[src/rtl/i2cm_pkg.sv]
// shared types and constants of the i2c master transaction engine
// no dependencies; files that use this package refer to it by scoped names
package i2cm_pkg;

	localparam int BUF_DEPTH_DEF = 16;
	localparam int QUEUE_DEPTH   = 2;

	// host and bus operation codes
	typedef enum logic [2:0] {
		OP_LOAD    = 3'd0,
		OP_START   = 3'd1,
		OP_RESTART = 3'd2,
		OP_EVENT   = 3'd3,
		OP_READ    = 3'd4
	} op_t;

	// bus controller status codes, low three bits masked off
	localparam logic [7:0] BS_BUS_ERROR   = 8'h00;
	localparam logic [7:0] BS_START       = 8'h08;
	localparam logic [7:0] BS_RESTART     = 8'h10;
	localparam logic [7:0] BS_ADDR_W_ACK  = 8'h18;
	localparam logic [7:0] BS_ADDR_W_NACK = 8'h20;
	localparam logic [7:0] BS_DATA_W_ACK  = 8'h28;
	localparam logic [7:0] BS_DATA_W_NACK = 8'h30;
	localparam logic [7:0] BS_ARB_LOST    = 8'h38;
	localparam logic [7:0] BS_ADDR_R_ACK  = 8'h40;
	localparam logic [7:0] BS_ADDR_R_NACK = 8'h48;
	localparam logic [7:0] BS_DATA_R_ACK  = 8'h50;
	localparam logic [7:0] BS_DATA_R_NACK = 8'h58;

	typedef enum logic [2:0] {
		ST_NONE       = 3'd0,
		ST_OK         = 3'd1,
		ST_ADDR_NACK_W = 3'd2,
		ST_ADDR_NACK_R = 3'd3,
		ST_DATA_NACK  = 3'd4,
		ST_BUS_ERROR  = 3'd5,
		ST_OTHER      = 3'd6
	} status_t;

	typedef enum logic [2:0] {
		K_NOP,
		K_LOAD,
		K_START,
		K_RESTART,
		K_EVENT,
		K_READ
	} kind_t;

	typedef enum logic [2:0] {
		EV_TX_FIRST,
		EV_TX_NEXT,
		EV_RX_DATA,
		EV_RX_ACK,
		EV_RX_LAST,
		EV_ARB,
		EV_FAIL
	} event_t;

	typedef struct packed {
		kind_t       kind;
		event_t      ev;
		status_t     fail;
		logic [3:0]  idx;
		logic [7:0]  data;
		logic [4:0]  msize;
	} cmd_t;

endpackage

[src/rtl/i2cm_if.sv]
// valid/ready channel interfaces of the i2c master transaction engine
// request channel carries one host or bus item, response channel one result
interface i2cm_req_if;
	logic       valid;
	logic       ready;
	logic [2:0] op;
	logic [3:0] index;
	logic [7:0] data_byte;
	logic [4:0] msg_size;
	logic [7:0] bus_status;

	modport source(output valid, op, index, data_byte, msg_size, bus_status, input ready);
	modport sink(input valid, op, index, data_byte, msg_size, bus_status, output ready);
endinterface

interface i2cm_rsp_if;
	logic       valid;
	logic       ready;
	logic       busy_res;
	logic       tx_valid;
	logic [7:0] tx_byte;
	logic       send_start;
	logic       send_stop;
	logic       ack_next;
	logic       release_bus;
	logic [2:0] status;
	logic [7:0] read_byte;
	logic       read_ok;
	logic       rejected;

	modport source(output valid, busy_res, tx_valid, tx_byte, send_start, send_stop,
		ack_next, release_bus, status, read_byte, read_ok, rejected, input ready);
	modport sink(input valid, busy_res, tx_valid, tx_byte, send_start, send_stop,
		ack_next, release_bus, status, read_byte, read_ok, rejected, output ready);
endinterface

[src/rtl/i2cm_ram.sv]
// generic simple dual port ram, one write and one registered read port
// no dependencies
module i2cm_ram #(
	parameter int WIDTH = 8,
	parameter int DEPTH = 16
) (
	input  logic                     clk,
	input  logic                     we,
	input  logic [$clog2(DEPTH)-1:0] waddr,
	input  logic [WIDTH-1:0]         wdata,
	input  logic                     re,
	input  logic [$clog2(DEPTH)-1:0] raddr,
	output logic [WIDTH-1:0]         rdata
);

	logic [WIDTH-1:0] mem_q [DEPTH];

	always_ff @(posedge clk) begin
		if (we) begin
			mem_q[waddr] <= wdata;
		end
		if (re) begin
			rdata <= mem_q[raddr];
		end
	end

endmodule

[src/rtl/i2cm_front.sv]
// front end: takes request beats and classifies them into commands
// depends on i2cm_pkg and i2cm_req_if
module i2cm_front (
	i2cm_req_if.sink       req,
	input  logic           q_ready,
	output logic           push,
	output i2cm_pkg::cmd_t cmd
);

	logic [7:0] code;

	assign code     = {req.bus_status[7:3], 3'b000};
	assign req.ready = q_ready;
	assign push     = req.valid && q_ready;

	always_comb begin
		cmd.idx   = req.index;
		cmd.data  = req.data_byte;
		cmd.msize = req.msg_size;
		unique case (req.op)
			i2cm_pkg::OP_LOAD:    cmd.kind = i2cm_pkg::K_LOAD;
			i2cm_pkg::OP_START:   cmd.kind = i2cm_pkg::K_START;
			i2cm_pkg::OP_RESTART: cmd.kind = i2cm_pkg::K_RESTART;
			i2cm_pkg::OP_EVENT:   cmd.kind = i2cm_pkg::K_EVENT;
			i2cm_pkg::OP_READ:    cmd.kind = i2cm_pkg::K_READ;
			default:              cmd.kind = i2cm_pkg::K_NOP;
		endcase
		cmd.fail = i2cm_pkg::ST_OTHER;
		unique case (code)
			i2cm_pkg::BS_START, i2cm_pkg::BS_RESTART:
				cmd.ev = i2cm_pkg::EV_TX_FIRST;
			i2cm_pkg::BS_ADDR_W_ACK, i2cm_pkg::BS_DATA_W_ACK:
				cmd.ev = i2cm_pkg::EV_TX_NEXT;
			i2cm_pkg::BS_DATA_R_ACK:  cmd.ev = i2cm_pkg::EV_RX_DATA;
			i2cm_pkg::BS_ADDR_R_ACK:  cmd.ev = i2cm_pkg::EV_RX_ACK;
			i2cm_pkg::BS_DATA_R_NACK: cmd.ev = i2cm_pkg::EV_RX_LAST;
			i2cm_pkg::BS_ARB_LOST:    cmd.ev = i2cm_pkg::EV_ARB;
			i2cm_pkg::BS_ADDR_W_NACK: begin
				cmd.ev   = i2cm_pkg::EV_FAIL;
				cmd.fail = i2cm_pkg::ST_ADDR_NACK_W;
			end
			i2cm_pkg::BS_ADDR_R_NACK: begin
				cmd.ev   = i2cm_pkg::EV_FAIL;
				cmd.fail = i2cm_pkg::ST_ADDR_NACK_R;
			end
			i2cm_pkg::BS_DATA_W_NACK: begin
				cmd.ev   = i2cm_pkg::EV_FAIL;
				cmd.fail = i2cm_pkg::ST_DATA_NACK;
			end
			i2cm_pkg::BS_BUS_ERROR: begin
				cmd.ev   = i2cm_pkg::EV_FAIL;
				cmd.fail = i2cm_pkg::ST_BUS_ERROR;
			end
			default: cmd.ev = i2cm_pkg::EV_FAIL;
		endcase
	end

endmodule

[src/rtl/i2cm_queue.sv]
// short command queue between front and back end
// depends on i2cm_pkg for the command type and depth
module i2cm_queue (
	input  logic           clk,
	input  logic           arst_n,
	input  logic           push,
	input  i2cm_pkg::cmd_t push_cmd,
	output logic           ready,
	input  logic           pop,
	output logic           head_valid,
	output i2cm_pkg::cmd_t head
);

	localparam int IW = $clog2(i2cm_pkg::QUEUE_DEPTH);
	localparam int CW = $clog2(i2cm_pkg::QUEUE_DEPTH + 1);
	localparam logic [IW-1:0] LAST = IW'(i2cm_pkg::QUEUE_DEPTH - 1);

	i2cm_pkg::cmd_t entry_q [i2cm_pkg::QUEUE_DEPTH];
	logic [IW-1:0]  wr_q;
	logic [IW-1:0]  rd_q;
	logic [CW-1:0]  count_q;

	assign ready      = count_q != CW'(i2cm_pkg::QUEUE_DEPTH);
	assign head_valid = count_q != '0;
	assign head       = entry_q[rd_q];

	always_ff @(posedge clk) begin
		if (push) begin
			entry_q[wr_q] <= push_cmd;
		end
	end

	always_ff @(posedge clk or negedge arst_n) begin
		if (!arst_n) begin
			wr_q    <= '0;
			rd_q    <= '0;
			count_q <= '0;
		end else begin
			if (push) begin
				wr_q <= (wr_q == LAST) ? '0 : wr_q + 1'b1;
			end
			if (pop) begin
				rd_q <= (rd_q == LAST) ? '0 : rd_q + 1'b1;
			end
			if (push && !pop) begin
				count_q <= count_q + 1'b1;
			end else if (pop && !push) begin
				count_q <= count_q - 1'b1;
			end
		end
	end

endmodule

[src/rtl/i2cm_back.sv]
// back end: runs commands against the transaction state and the message buffer
// depends on i2cm_pkg, i2cm_rsp_if and i2cm_ram
module i2cm_back #(
	parameter int BUF_DEPTH = i2cm_pkg::BUF_DEPTH_DEF
) (
	input  logic           clk,
	input  logic           arst_n,
	input  logic           head_valid,
	input  i2cm_pkg::cmd_t head,
	output logic           pop,
	i2cm_rsp_if.source     rsp
);

	localparam int PTR_W  = $clog2(BUF_DEPTH + 1);
	localparam int ADDR_W = $clog2(BUF_DEPTH);
	localparam int CMP_W  = (PTR_W + 1 > 5) ? PTR_W + 1 : 5;
	localparam logic [CMP_W-1:0] DEPTH_C = CMP_W'(BUF_DEPTH);

	typedef struct packed {
		logic              busy;
		logic              tx_valid;
		logic              send_start;
		logic              send_stop;
		logic              ack_next;
		logic              release_bus;
		i2cm_pkg::status_t status;
		logic              read_ok;
		logic              rejected;
	} res_t;

	logic              active_q, active_n;
	logic [PTR_W-1:0]  ptr_q, ptr_n;
	logic [PTR_W-1:0]  size_q, size_n;
	i2cm_pkg::status_t stat_q, stat_n;

	res_t              res_n;
	res_t              res_s2;
	logic              valid_s2;

	logic              we, re;
	logic [ADDR_W-1:0] waddr, raddr;
	logic [7:0]        wdata;
	logic [7:0]        rdata;

	logic [CMP_W-1:0]  idx_c, ptr_c, size_c, msize_c, p_c, pn_c;

	assign pop = head_valid && (!valid_s2 || rsp.ready);

	assign idx_c   = CMP_W'(head.idx);
	assign ptr_c   = CMP_W'(ptr_q);
	assign size_c  = CMP_W'(size_q);
	assign msize_c = CMP_W'(head.msize);
	// transmit pointer: a fresh start begins at the address byte
	assign p_c     = (head.ev == i2cm_pkg::EV_TX_FIRST) ? '0 : ptr_c;
	// pointer after a received byte, saturating at the buffer end
	assign pn_c    = (ptr_c < DEPTH_C) ? ptr_c + 1'b1 : ptr_c;

	always_comb begin
		active_n = active_q;
		ptr_n    = ptr_q;
		size_n   = size_q;
		stat_n   = stat_q;
		res_n    = '0;
		we       = 1'b0;
		waddr    = '0;
		wdata    = head.data;
		re       = 1'b0;
		raddr    = '0;
		unique case (head.kind)
			i2cm_pkg::K_LOAD, i2cm_pkg::K_START, i2cm_pkg::K_RESTART, i2cm_pkg::K_READ: begin
				if (active_q) begin
					res_n.rejected = 1'b1;
				end else if (head.kind == i2cm_pkg::K_LOAD) begin
					we    = idx_c < DEPTH_C;
					waddr = idx_c[ADDR_W-1:0];
				end else if (head.kind == i2cm_pkg::K_READ) begin
					if (stat_q == i2cm_pkg::ST_OK && idx_c < DEPTH_C) begin
						re            = 1'b1;
						raddr         = idx_c[ADDR_W-1:0];
						res_n.read_ok = 1'b1;
					end
				end else begin
					if (head.kind == i2cm_pkg::K_START) begin
						size_n = (msize_c > DEPTH_C) ? PTR_W'(BUF_DEPTH) : msize_c[PTR_W-1:0];
						we     = 1'b1;
					end
					stat_n            = i2cm_pkg::ST_NONE;
					active_n          = 1'b1;
					res_n.send_start  = 1'b1;
					res_n.release_bus = 1'b1;
				end
			end
			i2cm_pkg::K_EVENT: begin
				if (active_q) begin
					unique case (head.ev)
						i2cm_pkg::EV_TX_FIRST, i2cm_pkg::EV_TX_NEXT: begin
							res_n.release_bus = 1'b1;
							if (p_c < size_c && p_c < DEPTH_C) begin
								res_n.tx_valid = 1'b1;
								re             = 1'b1;
								raddr          = p_c[ADDR_W-1:0];
								ptr_n          = PTR_W'(p_c + 1'b1);
							end else begin
								ptr_n           = p_c[PTR_W-1:0];
								stat_n          = i2cm_pkg::ST_OK;
								res_n.send_stop = 1'b1;
								active_n        = 1'b0;
							end
						end
						i2cm_pkg::EV_RX_DATA: begin
							we                = ptr_c < DEPTH_C;
							waddr             = ptr_c[ADDR_W-1:0];
							ptr_n             = pn_c[PTR_W-1:0];
							res_n.ack_next    = (pn_c + 1'b1) < size_c;
							res_n.release_bus = 1'b1;
						end
						i2cm_pkg::EV_RX_ACK: begin
							res_n.ack_next    = (ptr_c + 1'b1) < size_c;
							res_n.release_bus = 1'b1;
						end
						i2cm_pkg::EV_RX_LAST: begin
							we                = ptr_c < DEPTH_C;
							waddr             = ptr_c[ADDR_W-1:0];
							stat_n            = i2cm_pkg::ST_OK;
							res_n.send_stop   = 1'b1;
							res_n.release_bus = 1'b1;
							active_n          = 1'b0;
						end
						i2cm_pkg::EV_ARB: begin
							res_n.send_start  = 1'b1;
							res_n.release_bus = 1'b1;
						end
						i2cm_pkg::EV_FAIL: begin
							stat_n   = head.fail;
							active_n = 1'b0;
						end
						default: ;
					endcase
				end
			end
			i2cm_pkg::K_NOP: ;
			default: ;
		endcase
		res_n.busy   = active_n;
		res_n.status = stat_n;
	end

	i2cm_ram #(
		.WIDTH(8),
		.DEPTH(BUF_DEPTH)
	) u_buf (
		.clk  (clk),
		.we   (pop && we),
		.waddr(waddr),
		.wdata(wdata),
		.re   (pop && re),
		.raddr(raddr),
		.rdata(rdata)
	);

	always_ff @(posedge clk or negedge arst_n) begin
		if (!arst_n) begin
			active_q <= 1'b0;
			ptr_q    <= '0;
			size_q   <= '0;
			stat_q   <= i2cm_pkg::ST_NONE;
			valid_s2 <= 1'b0;
		end else begin
			if (pop) begin
				active_q <= active_n;
				ptr_q    <= ptr_n;
				size_q   <= size_n;
				stat_q   <= stat_n;
				valid_s2 <= 1'b1;
			end else if (rsp.ready) begin
				valid_s2 <= 1'b0;
			end
		end
	end

	always_ff @(posedge clk) begin
		if (pop) begin
			res_s2 <= res_n;
		end
	end

	assign rsp.valid       = valid_s2;
	assign rsp.busy_res    = res_s2.busy;
	assign rsp.tx_valid    = res_s2.tx_valid;
	assign rsp.tx_byte     = res_s2.tx_valid ? rdata : 8'd0;
	assign rsp.send_start  = res_s2.send_start;
	assign rsp.send_stop   = res_s2.send_stop;
	assign rsp.ack_next    = res_s2.ack_next;
	assign rsp.release_bus = res_s2.release_bus;
	assign rsp.status      = res_s2.status;
	assign rsp.read_byte   = res_s2.read_ok ? rdata : 8'd0;
	assign rsp.read_ok     = res_s2.read_ok;
	assign rsp.rejected    = res_s2.rejected;

`ifndef SYNTHESIS
	a_tx_within_size: assert property (@(posedge clk) disable iff (!arst_n)
		pop && res_n.tx_valid |=> ptr_q <= size_q)
		else $error("transmit pointer ran past message size");

	a_stop_goes_idle: assert property (@(posedge clk) disable iff (!arst_n)
		valid_s2 && res_s2.send_stop |-> !res_s2.busy && res_s2.status == i2cm_pkg::ST_OK)
		else $error("stop issued without a successful finish");

	a_reject_quiet: assert property (@(posedge clk) disable iff (!arst_n)
		valid_s2 && res_s2.rejected |-> res_s2.busy && !res_s2.send_start
			&& !res_s2.release_bus && !res_s2.tx_valid && !res_s2.read_ok)
		else $error("rejected beat carries a bus action");

	a_state_holds_on_stall: assert property (@(posedge clk) disable iff (!arst_n)
		!pop |=> $stable(active_q) && $stable(ptr_q) && $stable(stat_q))
		else $error("transaction state moved without a command");
`endif

endmodule

[src/rtl/i2c_master_transaction_engine.sv]
// i2c master transaction engine: usage
// req channel (valid/ready): one item per beat, op selects load buffer byte,
//   start (address byte and message size), restart of the last transaction,
//   bus status event, or read of a buffer byte.
// rsp channel (valid/ready): exactly one result beat per request beat, in order,
//   carrying the next bus action (start, stop, byte to send, ack/nack, release)
//   plus busy, status, read data and the rejected flag for host ops while busy.
// throughput: one item per cycle while rsp is not stalled; the back end carries
//   out each command with at most one buffer ram access (read or write) per item.
// result path: an accepted request beat waits in the command queue, and its
//   result then sits in the result register, which also holds the registered
//   ram read.
// a two-entry command queue sits between front and back end, so req.ready
//   stays high while rsp is stalled until the queue has filled; while a result
//   waits with rsp.ready low the result register holds and the back end takes none.
// reset: idle, status none, pointers zero; the message buffer is not cleared
//   and entries never written read back as unknown.
// depends on i2cm_pkg, i2cm_if, i2cm_front, i2cm_queue, i2cm_back, i2cm_ram
module i2c_master_transaction_engine #(
	parameter int BUF_DEPTH = i2cm_pkg::BUF_DEPTH_DEF
) (
	input  logic       clk,
	input  logic       arst_n,
	i2cm_req_if.sink   req,
	i2cm_rsp_if.source rsp
);

	logic           push;
	logic           q_ready;
	logic           pop;
	logic           head_valid;
	i2cm_pkg::cmd_t cmd;
	i2cm_pkg::cmd_t head;

	i2cm_front u_front (
		.req    (req),
		.q_ready(q_ready),
		.push   (push),
		.cmd    (cmd)
	);

	i2cm_queue u_queue (
		.clk       (clk),
		.arst_n    (arst_n),
		.push      (push),
		.push_cmd  (cmd),
		.ready     (q_ready),
		.pop       (pop),
		.head_valid(head_valid),
		.head      (head)
	);

	i2cm_back #(
		.BUF_DEPTH(BUF_DEPTH)
	) u_back (
		.clk       (clk),
		.arst_n    (arst_n),
		.head_valid(head_valid),
		.head      (head),
		.pop       (pop),
		.rsp       (rsp)
	);

endmodule
[src/flat_wrapper.sv]
// flat-port wrapper written by rule: the top's interface ports become plain ports
module i2c_master_transaction_engine_flat 
#(
	parameter int BUF_DEPTH = i2cm_pkg::BUF_DEPTH_DEF
)
  (clk, arst_n, req_valid, req_op, req_index, req_data_byte, req_msg_size, req_bus_status, req_ready, rsp_valid, rsp_busy_res, rsp_tx_valid, rsp_tx_byte, rsp_send_start, rsp_send_stop, rsp_ack_next, rsp_release_bus, rsp_status, rsp_read_byte, rsp_read_ok, rsp_rejected, rsp_ready);
  i2cm_req_if req_i ();
  i2cm_rsp_if rsp_i ();
  input  logic clk;
  input  logic arst_n;
  input wire logic [$bits(req_i.valid)-1:0] req_valid;
  input wire logic [$bits(req_i.op)-1:0] req_op;
  input wire logic [$bits(req_i.index)-1:0] req_index;
  input wire logic [$bits(req_i.data_byte)-1:0] req_data_byte;
  input wire logic [$bits(req_i.msg_size)-1:0] req_msg_size;
  input wire logic [$bits(req_i.bus_status)-1:0] req_bus_status;
  output wire logic [$bits(req_i.ready)-1:0] req_ready;
  output wire logic [$bits(rsp_i.valid)-1:0] rsp_valid;
  output wire logic [$bits(rsp_i.busy_res)-1:0] rsp_busy_res;
  output wire logic [$bits(rsp_i.tx_valid)-1:0] rsp_tx_valid;
  output wire logic [$bits(rsp_i.tx_byte)-1:0] rsp_tx_byte;
  output wire logic [$bits(rsp_i.send_start)-1:0] rsp_send_start;
  output wire logic [$bits(rsp_i.send_stop)-1:0] rsp_send_stop;
  output wire logic [$bits(rsp_i.ack_next)-1:0] rsp_ack_next;
  output wire logic [$bits(rsp_i.release_bus)-1:0] rsp_release_bus;
  output wire logic [$bits(rsp_i.status)-1:0] rsp_status;
  output wire logic [$bits(rsp_i.read_byte)-1:0] rsp_read_byte;
  output wire logic [$bits(rsp_i.read_ok)-1:0] rsp_read_ok;
  output wire logic [$bits(rsp_i.rejected)-1:0] rsp_rejected;
  input wire logic [$bits(rsp_i.ready)-1:0] rsp_ready;
  assign req_i.valid = req_valid;
  assign req_i.op = req_op;
  assign req_i.index = req_index;
  assign req_i.data_byte = req_data_byte;
  assign req_i.msg_size = req_msg_size;
  assign req_i.bus_status = req_bus_status;
  assign req_ready = req_i.ready;
  assign rsp_valid = rsp_i.valid;
  assign rsp_busy_res = rsp_i.busy_res;
  assign rsp_tx_valid = rsp_i.tx_valid;
  assign rsp_tx_byte = rsp_i.tx_byte;
  assign rsp_send_start = rsp_i.send_start;
  assign rsp_send_stop = rsp_i.send_stop;
  assign rsp_ack_next = rsp_i.ack_next;
  assign rsp_release_bus = rsp_i.release_bus;
  assign rsp_status = rsp_i.status;
  assign rsp_read_byte = rsp_i.read_byte;
  assign rsp_read_ok = rsp_i.read_ok;
  assign rsp_rejected = rsp_i.rejected;
  assign rsp_i.ready = rsp_ready;
  i2c_master_transaction_engine #(.BUF_DEPTH(BUF_DEPTH)) u_core (.clk(clk), .arst_n(arst_n), .req(req_i), .rsp(rsp_i));
endmodule
[config.mk]
export PLATFORM = sky130hd
export DESIGN_NAME = i2c_master_transaction_engine_flat
export DESIGN_NICKNAME = d
export VERILOG_FILES = /design/src/rtl/i2cm_pkg.sv /design/src/rtl/i2cm_if.sv /design/src/rtl/i2cm_ram.sv /design/src/rtl/i2cm_front.sv /design/src/rtl/i2cm_queue.sv /design/src/rtl/i2cm_back.sv /design/src/rtl/i2c_master_transaction_engine.sv /design/src/flat_wrapper.sv
export SDC_FILE = /design/constraint.sdc
export NUM_CORES = 1
export LEC_CHECK = 0
export BUFFER_PORTS_ARGS = -buffer_cell sky130_fd_sc_hd__buf_2
export CORE_UTILIZATION = 55
export DETAILED_ROUTE_END_ITERATION = 8
export GPL_ROUTABILITY_DRIVEN = 0
export GPL_TIMING_DRIVEN = 1
export HOLD_SLACK_MARGIN = 0.1
export PLACE_DENSITY = 0.74
export RECOVER_POWER = 100
export SYNTH_ARGS = -nofsm -noshare
export SYNTH_HDL_FRONTEND = slang
export SYNTH_SLANG_ARGS = --single-unit
[constraint.sdc]
create_clock -name clk -period 4.65 [get_ports clk]
set_input_delay 0.465 -clock clk [delete_from_list [all_inputs] [get_ports clk]]
set_output_delay 0.465 -clock clk [all_outputs]
set_load 0.05 [all_outputs]
==> results of run 1 <==
==> routing by layer <==
layer	GRT usage	up-vias
met5	0	-
met4	0.08524	0
met3	0.03533	54
met2	0.4294	430
met1	0.3920	3739
li1	-	3577
==> Yosys cell counts, drive strengths merged (5+ instances only) <==
| master | count | area share |
|---|---|---|
| a2111oi | 13 | 0.011 |
| a211oi | 14 | 0.012 |
| a21o | 8 | 0.0056 |
| a21oi | 28 | 0.014 |
| a32oi | 9 | 0.0074 |
| and2 | 32 | 0.019 |
| and3 | 9 | 0.0053 |
| buf | 17 | 0.0099 |
| clkbuf | 25 | 0.0088 |
| dfrtp | 19 | 0.045 |
| edfxtp | 199 | 0.56 |
| ha | 16 | 0.019 |
| inv | 15 | 0.0053 |
| mux2 | 14 | 0.015 |
| mux2i | 37 | 0.035 |
| nand2 | 76 | 0.027 |
| nand2b | 5 | 0.0029 |
| nand3 | 28 | 0.013 |
| nor2 | 108 | 0.039 |
| nor3 | 21 | 0.0099 |
| nor4 | 8 | 0.0047 |
| o211ai | 9 | 0.0063 |
| o21ai | 27 | 0.013 |
| o221ai | 18 | 0.015 |
| o22a | 5 | 0.0041 |
| o22ai | 27 | 0.016 |
| o31ai | 6 | 0.0042 |
| o32ai | 10 | 0.011 |
| or2 | 9 | 0.0053 |
| or3 | 5 | 0.0029 |
| xnor2 | 12 | 0.0099 |
==> area by class of cell <==
class / instances / area (um^2) / share of cell area
Multi-Input combinational cell: 610 / 3979 / 0.3300
Inverter: 15 / 56.30 / 0.004670
Clock buffer: 26 / 586.8 / 0.04867
Sequential cell: 218 / 6452 / 0.5352
Timing Repair Buffer: 95 / 544.3 / 0.04514
Clock inverter: 15 / 110.1 / 0.009132
Antenna cell: 1 / 2.502 / 0.0002076
Tap cell: 260 / 325.3 / 0.02698
==> worst max-delay path, stage by stage, from the launching register on <==
cell and delay (ns):
sky130_fd_sc_hd__edfxtp_1 0.43, sky130_fd_sc_hd__or4b_1 0.54, sky130_fd_sc_hd__nand2_1 0.12, sky130_fd_sc_hd__nor2_1 0.08
sky130_fd_sc_hd__ha_1 0.30, sky130_fd_sc_hd__nand2b_1 0.07, sky130_fd_sc_hd__o311ai_0 0.12, sky130_fd_sc_hd__maj3_2 0.34
sky130_fd_sc_hd__a211oi_2 0.29, sky130_fd_sc_hd__ha_2 0.30, sky130_fd_sc_hd__a32o_1 0.21, sky130_fd_sc_hd__buf_12 0.19
sky130_fd_sc_hd__nand3b_1 0.14, sky130_fd_sc_hd__buf_12 0.22, sky130_fd_sc_hd__o221ai_1 0.20, sky130_fd_sc_hd__nor3_1 0.11
sky130_fd_sc_hd__a32oi_1 0.27, sky130_fd_sc_hd__o221ai_1 0.19
==> worst paths after layout <==
path	start	to	slack [ns]	depth (start not counted)
hold / removal	req_data_byte[4]	u_core.u_queue.entry_q[1][9]	0.14	1
min in group asynchronous	arst_n	u_core.u_back.stat_q[1]	0.78	2
hold reg to reg	u_core.u_back.size_q[2]	u_core.u_back.size_q[2]	0.48	2
setup reg to reg	u_core.u_queue.entry_q[1][21]	u_core.u_back.u_buf.rdata[5]	0.24	17
max in group asynchronous	arst_n	u_core.u_queue.rd_q	3.03	2
setup / recovery	u_core.u_queue.entry_q[1][21]	u_core.u_back.u_buf.rdata[5]	0.24	17
==> sequential cells by signal, summed over array words and instances (netlist names), 2 cells and up <==
signal	flops
u_core.u_back.u_buf.mem_q	128
u_core.u_queue.entry_q	52
u_core.u_back.u_buf.rdata	8
u_core.u_back.ptr_q	5
u_core.u_back.size_q	5
u_core.u_back.rsp.status	3
u_core.u_back.stat_q	3
u_core.u_queue.count_q	2
==> logic make-up (layout without fill, tap and decap cells) <==
| group | Yosys count | in the layout | synth area share |
|---|---|---|---|
| adders and majority gates | 17 | 17 | 0.01986 |
| and+or+nand+nor | 322 | 322 | 0.1443 |
| other | 0 | 1 | 0 |
| xor gates and xnor gates | 16 | 16 | 0.01316 |
| DFF | 218 | 218 | 0.6058 |
| buffers and inverters | 57 | 151 | 0.02397 |
| muxes | 51 | 51 | 0.04958 |
| AOI/OAI and AO/OA | 204 | 204 | 0.1433 |
==> timing repair <==
item                                   CTS  global route
gates resized for setup                  0             6
endpoints found under the hold margin   19             0
setup buffers                            0             5
hold buffers                             1             0
setup endpoints to repair                0             8
==> per-stage QoR <==
stage	util	setup TNS [ns]	instances	hold slack (ns)	setup WS, ns
2_1_floorplan	-	0	885	0.1694	0.2726
3_3_place_gp	0.6043	0	1192	0.4564	0.2118
3_5_place_dp	0.6043	0	1192	0.4664	0.07957
4_1_cts	0.6418	0	1234	0.1295	0.05656
5_1_grt	0.6401	-0.01436	1239	0.1287	-0.01191
6_report	0.6403	0	1240	0.1388	0.2406
==> power breakdown <==
group / total, mW / switching (mW) / internal [mW]
logic: 2.37 / 1.64 / 0.722
registers: 2.71 / 0.156 / 2.56
clock network: 1.71 / 0.740 / 0.965
total: 6.79 / 2.54 / 4.25
==> load_flow_metrics.sql, run 1 <==
INSERT INTO impl_metrics (metric_group, metric, value, unit) VALUES
('logic_synthesis', 'post_synthesis_cell_count', '885', ''),
('outcome', 'status', 'completed', ''),
('timing', 'maxClockFrequency', '0.2268', 'GHz'),
('critical_path', 'critPathLaunchType', 'flop', ''),
('detailed_routing', 'drcViolationCount', '0', ''),
('logic_synthesis', 'synth_sequential_area_ratio', '0.6058', ''),
('power_and_ir_drop', 'peakVddDrop', '376.9', 'uV'),
('power_and_ir_drop', 'power_per_cell_area', '562.8', 'nW/um^2'),
('logic_synthesis', 'post_synthesis_net_count', '933', ''),
('power_and_ir_drop', 'report.power.total', '6.786', 'mW'),
('critical_path', 'worst_ep_required_time', '4.89', 'ns'),
('global_routing', 'grt_use_total', '0.2715', ''),
('cts', 'htree_levels', '1', ''),
('detailed_routing', 'first_iter_violations', '813', ''),
('cts', 'clk_transition_reported_paths', '0.06', 'ns'),
('cts', 'cts_inserted_buffers', '23', ''),
('die', 'die_width', '141.1', 'um'),
('die', 'die_area', '19920', 'um^2'),
('cells_and_area', 'layout.cells.most_common_list', 'sky130_fd_sc_hd__edfxtp_1, sky130_fd_sc_hd__nor2_1, sky130_fd_sc_hd__nand2_1', ''),
('detailed_routing', 'drtAntennaViolNets', '0', ''),
('cells_and_area', 'finish.net_count', '1011', ''),
('detailed_routing', 'routed_wire_length_per_instance', '21.44', 'um'),
('detailed_routing', 'dr_total_vias', '7800', ''),
('timing', 'worst_pin_slew', '1.447', 'ns'),
('detailed_routing', 'met2WireLength', '12.24', 'mm'),
('cts', 'maximum_clock_insertion_buffer_count', '3', ''),
('global_routing', 'antenna_found_initial', '0', ''),
('die', 'die_y', '141.1', 'um'),
('global_routing', 'grt_pass1_vias', '7424', ''),
('place', 'dpl-instance-area', '11380', 'um^2'),
('cts', 'cts-root-buf', 'sky130_fd_sc_hd__clkbuf_16', ''),
('logic_synthesis', 'ys_warn_count', '0', ''),
('die', 'pin_count', '61', ''),
('power_and_ir_drop', 'p_leak', '4.149', 'nW'),
('timing', 'clock_skew', '0.02008', 'ns'),
('timing', 'finalSetupViolations', '0', ''),
('logic_synthesis', 'syn_area_cell', '12.03', 'um^2'),
('timing', 'hold_violations', '0', ''),
('logic_synthesis', 'ys.flop_type', 'sky130_fd_sc_hd__edfxtp_1', ''),
('logic_synthesis', 'mappedNetlistArea', '10650', 'um^2'),
('global_routing', 'gr-total-overflow', '0', ''),
('detailed_routing', 'wl_met1', '11.20', 'mm'),
('die', 'core_area', '18830', 'um^2'),
('critical_path', 'timing_worst_setup_path_type', 'flop to flop', ''),
('detailed_routing', 'drt_pre_antenna_iters', '8', ''),
('cts', 'tritoncts', 'yes', ''),
('cts', 'tritoncts_num_sinks', '218', ''),
('timing', 'slew_headroom', '0.03549', ''),
('die', 'floorplan.rows', '50', ''),
('cells_and_area', 'filler_cell_count', '1422', ''),
('detailed_routing', 'detailroute.wirelength.met3', '2.598', 'mm'),
('cells_and_area', 'layout_commonest_cell', 'sky130_fd_sc_hd__edfxtp_1', ''),
('detailed_routing', 'post_drt_via_cell_ratio', '6.290', ''),
('cells_and_area', 'share_of_post_route_cells_with_drive_strength_above_1', '0.1144', ''),
('critical_path', 'timing.critical_path.arrival', '4.64', 'ns'),
('run', 'maxCapViolCount', '0', ''),
('critical_path', 'endpoint_kind', 'flop', ''),
('place', 'port_buffers', '57', ''),
('cells_and_area', 'area_growth_synth_to_finish', '13.22', '%'),
('die', 'floorplan.initialDensity', '0.5655', ''),
('detailed_routing', 'dr.max_layer_used', 'met4', ''),
('logic_synthesis', 'yosys.cell_types.count', '71', ''),
('detailed_routing', 'postRouteWirelength', '26.58', 'mm'),
('timing', 'timing.final.crit_period', '4.409', 'ns'),
('logic_synthesis', 'edff_count_synth', '199', ''),
('critical_path', 'critical_path.max_fanout', '32', ''),
('timing', 'min_period_over_period', '0.9483', ''),
('cells_and_area', 'final_design_area_no_fill', '12060', 'um^2'),
('cts', 'clock_latency', '0.52', 'ns'),
('global_routing', 'largest_net_degree_at_the_start_of_global_routing', '39', ''),
('min_path', 'hold_path_class', 'input port to flop', ''),
('logic_synthesis', 'asyncSetResetFlopFracSynth', '0.08716', ''),
('place', 'post-dp-hpwl', '17.13', 'mm'),
('logic_synthesis', 'synth_seq_cells', '218', ''),
('timing', 'finalMaxSlewViolations', '0', ''),
('global_routing', 'grt_pass1_wl', '40.93', 'mm');
(Power assumes the default switching activity.)
==> run 2, diff against run 1 <==
- MAX_ROUTING_LAYER: unset -> met4
- clock period: 4.65 -> 4 ns (I/O delays scaled with it)
==> run 2 against run 1 <==
The run now ends with max-capacitance violations, max-slew violations, negative setup slack left. Clock power rose by 30%. Clock skew fell by 0.011 ns. Critical endpoint is now u_core.u_back.u_buf.rdata[7]. Largest power group is now combinational logic. Die area did not move. Final area rose by 12%. Count of clock-buffer cells in the layout fell by 3. Utilization rose by 7.6 points. Via count rose by 8.1%. Highest routed layer unchanged. Critical path depth rose by 1. Sequential cell count did not move. Critical path type unchanged.
==> load_flow_metrics.sql, run 2 (same netlist as run 1, synthesis figures left out) <==
INSERT INTO impl_metrics (metric_group, metric, value, unit) VALUES
('cts', 'clock_latency', '0.51', 'ns'),
('power_and_ir_drop', 'power.internal', '5.489', 'mW'),
('detailed_routing', 'post_drt_via_cell_ratio', '6.398', ''),
('global_routing', 'grt.busiest_layer', 'met2', ''),
('timing', 'worst_pin_slew', '1.555', 'ns'),
('cts', 'clk_transition_reported_paths', '0.07', 'ns'),
('detailed_routing', 'drtAntennaViolNets', '0', ''),
('timing', 'final_critical_path_setup_slack', '-0.06929', 'ns'),
('cts', 'cts_inserted_buffers', '23', ''),
('cells_and_area', 'share_of_post_route_cells_with_drive_strength_above_1', '0.2391', ''),
('place', 'dpl-instance-area', '11790', 'um^2'),
('outcome', 'failed_checks', 'max-capacitance violations, max-slew violations, negative setup slack', ''),
('timing', 'grt_setup_unrepaired', 'true', ''),
('power_and_ir_drop', 'power.clock.fraction', '0.255', ''),
('cts', 'maximum_clock_insertion_buffer_count', '3', ''),
('critical_path', 'timing.critical_path.arrival', '4.31', 'ns'),
('global_routing', 'gr-total-overflow', '0', ''),
('cells_and_area', 'finish.net_count', '1090', ''),
('timing', 'slew_headroom', '-0.03676', ''),
('critical_path', 'crit_top_cell', 'sky130_fd_sc_hd__buf_6', ''),
('die', 'pin_count', '61', ''),
('global_routing', 'grt_pass1_vias', '7722', ''),
('cells_and_area', 'largest_register', 'u_core.u_back.u_buf.mem_q', ''),
('global_routing', 'largest_net_degree_at_the_start_of_global_routing', '32', ''),
('timing', 'clock_skew', '0.009384', 'ns'),
('power_and_ir_drop', 'power_frac_comb', '0.388', ''),
('min_path', 'hold_path_class', 'input port to flop', ''),
('critical_path', 'timing.critical_path.slowest_cell_delay', '0.60', 'ns'),
('detailed_routing', 'postRouteWirelength', '28.91', 'mm'),
('detailed_routing', 'routed_wire_length_per_instance', '21.93', 'um'),
('global_routing', 'grt_util_met3', '0.04042', ''),
('power_and_ir_drop', 'netSwitchingFraction', '0.3728', ''),
('cells_and_area', 'final_util', '0.7162', ''),
('detailed_routing', 'first_iter_violations', '961', ''),
('timing', 'finalSetupViolations', '5', ''),
('power_and_ir_drop', 'power_per_cell_area', '648.8', 'nW/um^2'),
('critical_path', 'cp_cell_sequence', 'or4b_4 > nand2_4 > nor2_4 > ha_4 > nand2b_4 > o311ai_2 > maj3_2 > a211oi_4 > ha_4 > buf_6 > a31oi_4 > buf_6 > buf_6 > a21o_1 > o32ai_4 > nor3_2 > a32oi_4 > o221ai_2', ''),
('critical_path', 'critical_path_slowest_stage_cell', 'sky130_fd_sc_hd__or4b_4', ''),
('global_routing', 'gr-usage-met1', '0.3895', ''),
('critical_path', 'worst_ep_required_time', '4.24', 'ns'),
('cells_and_area', 'diodes', '0', ''),
('place', 'port_buffers', '57', ''),
('critical_path', 'critical_path.max_fanout', '6', ''),
('power_and_ir_drop', 'power_frac_seq', '0.357', ''),
('power_and_ir_drop', 'p_switching', '3.262', 'mW'),
('cts', 'tritoncts', 'yes', ''),
('timing', 'min_period_over_period', '1.017', ''),
('cells_and_area', 'largest_registers', 'u_core.u_back.u_buf.mem_q: 128 flops, u_core.u_queue.entry_q: 52 flops, u_core.u_back.u_buf.rdata: 8 flops', ''),
('timing', 'maxClockFrequency', '0.2457', 'GHz'),
('global_routing', 'grt_pass1_wl', '41.59', 'mm'),
('global_routing', 'met2_usage_grt', '0.4435', ''),
('critical_path', 'endpoint_kind', 'flop', ''),
('critical_path', 'timing_worst_setup_path_type', 'flop to flop', ''),
('outcome', 'status', 'finished, violations left', ''),
('die', 'die_y', '141.1', 'um'),
('die', 'die_area', '19920', 'um^2'),
('global_routing', 'grt_use_total', '0.2834', ''),
('cells_and_area', 'sequential_cell_area', '6452', 'um^2'),
('timing', 'hold_violations', '0', ''),
('detailed_routing', 'dr_total_vias', '8433', ''),
('power_and_ir_drop', 'p_leak', '4.709', 'nW'),
('cells_and_area', 'largest_register_ff_count', '128', ''),
('detailed_routing', 'drcViolationCount', '0', ''),
('power_and_ir_drop', 'peakVddDrop', '452.9', 'uV'),
('detailed_routing', 'drt_pre_antenna_iters', '5', ''),
('cts', 'htree_levels', '1', ''),
('place', 'post-dp-hpwl', '17.76', 'mm'),
('cts', 'cts-root-buf', 'sky130_fd_sc_hd__clkbuf_16', ''),
('cts', 'tritoncts_num_sinks', '218', ''),
('cells_and_area', 'multiInputGateArea', '4534', 'um^2'),
('die', 'die_width', '141.1', 'um'),
('die', 'floorplan.rows', '50', ''),
('timing', 'finalMaxSlewViolations', '27', ''),
('cells_and_area', 'area_growth_synth_to_finish', '26.65', '%'),
('global_routing', 'antenna_found_initial', '0', ''),
('cells_and_area', 'layout_commonest_cell', 'sky130_fd_sc_hd__edfxtp_1', ''),
('cells_and_area', 'layout.cells.most_common_list', 'sky130_fd_sc_hd__edfxtp_1, sky130_fd_sc_hd__nor2_1, sky130_fd_sc_hd__nand2_1', ''),
('cells_and_area', 'final_design_area_no_fill', '13490', 'um^2'),
('die', 'floorplan.initialDensity', '0.5655', ''),
('die', 'core_area', '18830', 'um^2'),
('timing', 'timing.final.crit_period', '4.069', 'ns'),
('critical_path', 'critPathLaunchType', 'flop', ''),
('cells_and_area', 'filler_cell_count', '1228', ''),
('run', 'maxCapViolCount', '1', '');
## run 2: worst max-delay path: cells and delay by family, from the launching register on
kind	cells	cell delay [ns]
flops	1	0.40
compound gates	7	1.24
fa+ha+maj	3	0.82
simple gates	5	0.92
buf+inv	3	0.43
## run 2: what timing repair did
item	CTS	global route
hold buffers	18	0
gates resized for setup	44	72
setup buffers	9	13
endpoints found under the setup margin	8	8
cloned	0	3
pin swaps	23	34
endpoints found under the hold margin	53	0
## run 2: power by group through the flow
stage / sequential (mW) / clock [mW] / combinational, mW
after global routing: 3.15 / 2.32 / 3.61
after floorplan: 3.29 / 0 / 1.84
after detailed placement: 3.16 / 0 / 2.87
final: 3.12 / 2.23 / 3.40
after CTS: 3.11 / 2.24 / 3.09
after global placement: 3.14 / 0 / 2.81
## run 2: path summary, 6_finish.rpt
| check | start | endpoint | cells past startpoint | slack (ns) |
|---|---|---|---|---|
| min in group asynchronous | arst_n | u_core.u_back.stat_q[1] | 2 | 0.66 |
| hold / removal | rsp_ready | u_core.u_back.rsp.valid | 3 | 0.15 |
| max in group asynchronous | arst_n | u_core.u_queue.rd_q | 2 | 2.56 |
| setup reg to reg | u_core.u_queue.entry_q[1][22] | u_core.u_back.u_buf.rdata[7] | 18 | -0.07 |
| setup / recovery | u_core.u_queue.entry_q[1][22] | u_core.u_back.u_buf.rdata[7] | 18 | -0.07 |
| hold reg to reg | u_core.u_back.size_q[2] | u_core.u_back.size_q[2] | 2 | 0.48 |
## run 2: layout make-up
class                           instances  share of cell area
Clock buffer                           23             0.04268
Clock inverter                         18             0.01624
Inverter                               15            0.004175
Multi-Input combinational cell        610              0.3362
Sequential cell                       218              0.4784
Tap cell                              260             0.02412
Timing Repair Buffer                  174             0.09815
## run 2: metrics by stage
stage	setup TNS [ns]	power [mW]	cells	worst slack (ns)	hold slack [ns]
detailed placement	-1.424	6.026	1240	-0.2332	0.3860
CTS	-0.02078	8.439	1306	-0.009653	0.1527
finish	-0.2275	8.750	1318	-0.06929	0.1545
floorplan	0	5.124	885	0.02403	0.1044
global route	-0.9919	9.092	1318	-0.1616	0.1923
global placement	-0.4821	5.955	1240	-0.1261	0.3828
## run 2: per-layer routing
metal  vias to the layer above  share of wire
li1                       3740              -
met1                      4078           0.41
met2                       529           0.46
met3                        86          0.094
met4                         0          0.033
met5                         -              0
==> run 3, diff against run 2 <==
--- a/config.mk
+++ b/config.mk
@@ -9,2 +9,3 @@
 export CORE_UTILIZATION = 55
+export CTS_CLUSTER_DIAMETER = 60
 export DETAILED_ROUTE_END_ITERATION = 8
==> constraint.sdc (replaced) <==
create_clock -name clk -period 3.7 [get_ports clk]
set_input_delay 0.185 -clock clk [delete_from_list [all_inputs] [get_ports clk]]
set_output_delay 0.185 -clock clk [all_outputs]
set_load 0.05 [all_outputs]
==> run 3 against run 2 <==
The flow still finishes with violations (max-capacitance violations, max-slew violations, negative setup slack). Total power increased by 5.5%. Sequential share of layout area increased by 0.42 points. First-iteration DRC count decreased by 5.9%. Via count decreased by 0.31%. Worst setup slack got worse by 0.31 ns. Critical path depth unchanged. Largest power group unchanged.
==> load_flow_metrics.sql, run 3 (same netlist as run 1, synthesis figures left out) <==
INSERT INTO impl_metrics (metric_group, metric, value, unit) VALUES
('die', 'floorplan.initialDensity', '0.5655', ''),
('min_path', 'hold_path_class', 'input port to flop', ''),
('cts', 'clk_transition_reported_paths', '0.06', 'ns'),
('timing', 'grt_setup_unrepaired', 'true', ''),
('global_routing', 'antenna_found_initial', '0', ''),
('detailed_routing', 'drt_pre_antenna_iters', '5', ''),
('outcome', 'status', 'finished, violations left', ''),
('timing', 'clock_skew', '0.01181', 'ns'),
('cells_and_area', 'final_util', '0.7100', ''),
('timing', 'worst_pin_slew', '1.511', 'ns'),
('die', 'core_area', '18830', 'um^2'),
('die', 'floorplan.rows', '50', ''),
('critical_path', 'critical_path.max_fanout', '7', ''),
('cells_and_area', 'area_growth_synth_to_finish', '25.55', '%'),
('cts', 'maximum_clock_insertion_buffer_count', '3', ''),
('critical_path', 'r2r_setup_slack', '-0.38', 'ns'),
('critical_path', 'timing_worst_setup_path_type', 'flop to flop', ''),
('detailed_routing', 'postRouteWirelength', '29.24', 'mm'),
('timing', 'slew_headroom', '-0.007436', ''),
('power_and_ir_drop', 'p_switching', '3.444', 'mW'),
('cells_and_area', 'final_design_area_no_fill', '13370', 'um^2'),
('run', 'maxCapViolCount', '1', ''),
('critical_path', 'timing.critical_path.arrival', '4.45', 'ns'),
('cells_and_area', 'diodes', '0', ''),
('critical_path', 'critical_path_slowest_stage_cell', 'sky130_fd_sc_hd__or4b_4', ''),
('timing', 'finalSetupViolations', '8', ''),
('cells_and_area', 'largest_register_ff_count', '128', ''),
('global_routing', 'gr-total-overflow', '0', ''),
('timing', 'maxClockFrequency', '0.2449', 'GHz'),
('die', 'die_area', '19920', 'um^2'),
('power_and_ir_drop', 'power.internal', '5.785', 'mW'),
('timing', 'final_critical_path_setup_slack', '-0.3838', 'ns'),
('power_and_ir_drop', 'power.clock.fraction', '0.247', ''),
('cells_and_area', 'largest_register', 'u_core.u_back.u_buf.mem_q', ''),
('cells_and_area', 'filler_cell_count', '1285', ''),
('cells_and_area', 'layout_commonest_cell', 'sky130_fd_sc_hd__edfxtp_1', ''),
('global_routing', 'grt_pass1_wl', '44.05', 'mm'),
('power_and_ir_drop', 'netSwitchingFraction', '0.3732', ''),
('timing', 'finalMaxSlewViolations', '27', ''),
('critical_path', 'worst_ep_required_time', '4.06', 'ns'),
('die', 'die_width', '141.1', 'um'),
('critical_path', 'cp_cell_sequence', 'or4b_4 > nand2_4 > nor2_4 > ha_4 > nand2b_1 > o311ai_2 > maj3_2 > a211oi_4 > ha_4 > a31oi_4 > o31ai_4 > buf_6 > buf_12 > buf_8 > o22ai_4 > a211oi_2 > o211ai_1 > o221ai_1', ''),
('power_and_ir_drop', 'p_leak', '4.753', 'nW'),
('detailed_routing', 'drcViolationCount', '0', ''),
('detailed_routing', 'first_iter_violations', '904', ''),
('cts', 'tritoncts_num_sinks', '218', ''),
('detailed_routing', 'post_drt_via_cell_ratio', '6.302', ''),
('critical_path', 'critPathLaunchType', 'flop', ''),
('place', 'post-dp-hpwl', '18.79', 'mm'),
('critical_path', 'crit_top_cell', 'sky130_fd_sc_hd__ha_4', ''),
('detailed_routing', 'dr_total_vias', '8407', ''),
('outcome', 'failed_checks', 'max-capacitance violations, max-slew violations, negative setup slack', ''),
('global_routing', 'grt_pass1_vias', '7812', ''),
('global_routing', 'largest_net_degree_at_the_start_of_global_routing', '39', ''),
('timing', 'min_period_over_period', '1.104', ''),
('place', 'dpl-instance-area', '11880', 'um^2'),
('detailed_routing', 'routed_wire_length_per_instance', '21.92', 'um'),
('power_and_ir_drop', 'peakVddDrop', '576.8', 'uV'),
('power_and_ir_drop', 'power_frac_comb', '0.387', ''),
('cells_and_area', 'share_of_post_route_cells_with_drive_strength_above_1', '0.2179', ''),
('die', 'pin_count', '61', ''),
('cts', 'htree_levels', '1', ''),
('critical_path', 'endpoint_kind', 'flop', ''),
('cells_and_area', 'finish.net_count', '1106', ''),
('timing', 'hold_violations', '0', ''),
('timing', 'timing.final.crit_period', '4.084', 'ns'),
('critical_path', 'timing.critical_path.slowest_cell_delay', '0.58', 'ns'),
('place', 'port_buffers', '57', ''),
('timing', 'fin_setup_tns', '-2.727', 'ns'),
('cells_and_area', 'layout.cells.most_common_list', 'sky130_fd_sc_hd__edfxtp_1, sky130_fd_sc_hd__nor2_1, sky130_fd_sc_hd__buf_4', ''),
('cts', 'clock_latency', '0.54', 'ns'),
('die', 'die_y', '141.1', 'um'),
('cts', 'tritoncts', 'yes', ''),
('power_and_ir_drop', 'power_frac_seq', '0.366', ''),
('detailed_routing', 'drtAntennaViolNets', '0', ''),
('cts', 'cts_inserted_buffers', '25', ''),
('cts', 'cts-root-buf', 'sky130_fd_sc_hd__clkbuf_16', ''),
('power_and_ir_drop', 'power_per_cell_area', '690.3', 'nW/um^2'),
('cells_and_area', 'largest_registers', 'u_core.u_back.u_buf.mem_q: 128 flops, u_core.u_queue.entry_q: 52 flops, u_core.u_back.u_buf.rdata: 8 flops', ''),
('global_routing', 'grt_use_total', '0.3019', '');
-- run 3: cell count changes in the layout (fill, tap and decap cells not counted), moves of 4 or more --
cell | previous run | this run
sky130_fd_sc_hd__buf_4 | 70 | 81
sky130_fd_sc_hd__clkbuf_1 | 47 | 53
sky130_fd_sc_hd__clkinvlp_4 | 6 | 2
sky130_fd_sc_hd__bufinv_16 | 4 | 0
sky130_fd_sc_hd__dlygate4sd3_1 | 18 | 28
sky130_fd_sc_hd__buf_6 | 17 | 7
-- run 3: power by group through the flow --
stage	clock network [mW]	registers [mW]	logic [mW]
2_1_floorplan	0	3.55	2.01
3_5_place_dp	0	3.41	3.30
3_3_place_gp	0	3.40	3.24
4_1_cts	2.29	3.36	3.43
6_report	2.28	3.38	3.57
5_1_grt	2.39	3.41	3.85
-- run 3: repair_timing --
action                                  4_1_cts  5_1_grt
hold buffers                                 28        0
hold endpoints to repair                     73        0
gates resized for setup                      40       33
setup buffers                                 6        6
pin swaps                                     7       20
endpoints found under the setup margin        8        8
cloned                                        2        2
-- run 3: metrics by stage --
| stage | hold WS [ns] | instances | total power [mW] | setup WS [ns] |
|---|---|---|---|---|
| 2_1_floorplan | -0.1106 | 885 | 5.559 | -0.2569 |
| 3_3_place_gp | 0.1649 | 1247 | 6.643 | -0.3204 |
| 3_5_place_dp | 0.1704 | 1247 | 6.711 | -0.4065 |
| 4_1_cts | 0.1071 | 1326 | 9.084 | -0.1584 |
| 5_1_grt | 0.1311 | 1334 | 9.646 | -0.5224 |
| 6_report | 0.1200 | 1334 | 9.230 | -0.3838 |
-- run 3: cell type report --
type                       instances  area (um^2)  area share
sequential                       218         6452      0.4826
multi-input combinational        611         4353      0.3256
timing repair buffer             187         1429      0.1069
clock buffer                      34        689.4     0.05156
tap                              260        325.3     0.02433
clock inverter                     9        65.06    0.004866
inverter                          15        56.30    0.004211
-- run 3: metal layers --
metal	up-vias	GRT usage	share of wire	wire (um)
met5	-	-	0	0
met4	0	0.09153	0.032	924
met2	489	0.4336	0.44	12790
met3	69	0.05333	0.096	2796
li1	3772	-	-	-
met1	4077	0.4390	0.44	12730
-- run 3: final timing paths --
check                           cells past startpoint                             to                           from
worst max-delay path                               18   u_core.u_back.u_buf.rdata[6]  u_core.u_queue.entry_q[1][21]
worst min-delay path                                3  u_core.u_queue.entry_q[1][22]              req_bus_status[3]
worst max register to register                     18   u_core.u_back.u_buf.rdata[6]  u_core.u_queue.entry_q[1][21]
worst min register to register                      2        u_core.u_back.size_q[2]        u_core.u_back.size_q[2]
max in group asynchronous                           2            u_core.u_queue.rd_q                         arst_n
min in group asynchronous                           2            u_core.u_queue.rd_q                         arst_n
-- run 3: critical path: cells and delay by family, from the launching register on --
| family | cells | cell delay, ns |
|---|---|---|
| AO/OA/AOI/OAI | 8 | 1.42 |
| adder cells (fa/ha/maj) | 3 | 0.84 |
| buffers and inverters | 3 | 0.42 |
| flip-flops | 1 | 0.39 |
| AND/OR/NAND/NOR | 4 | 0.82 |
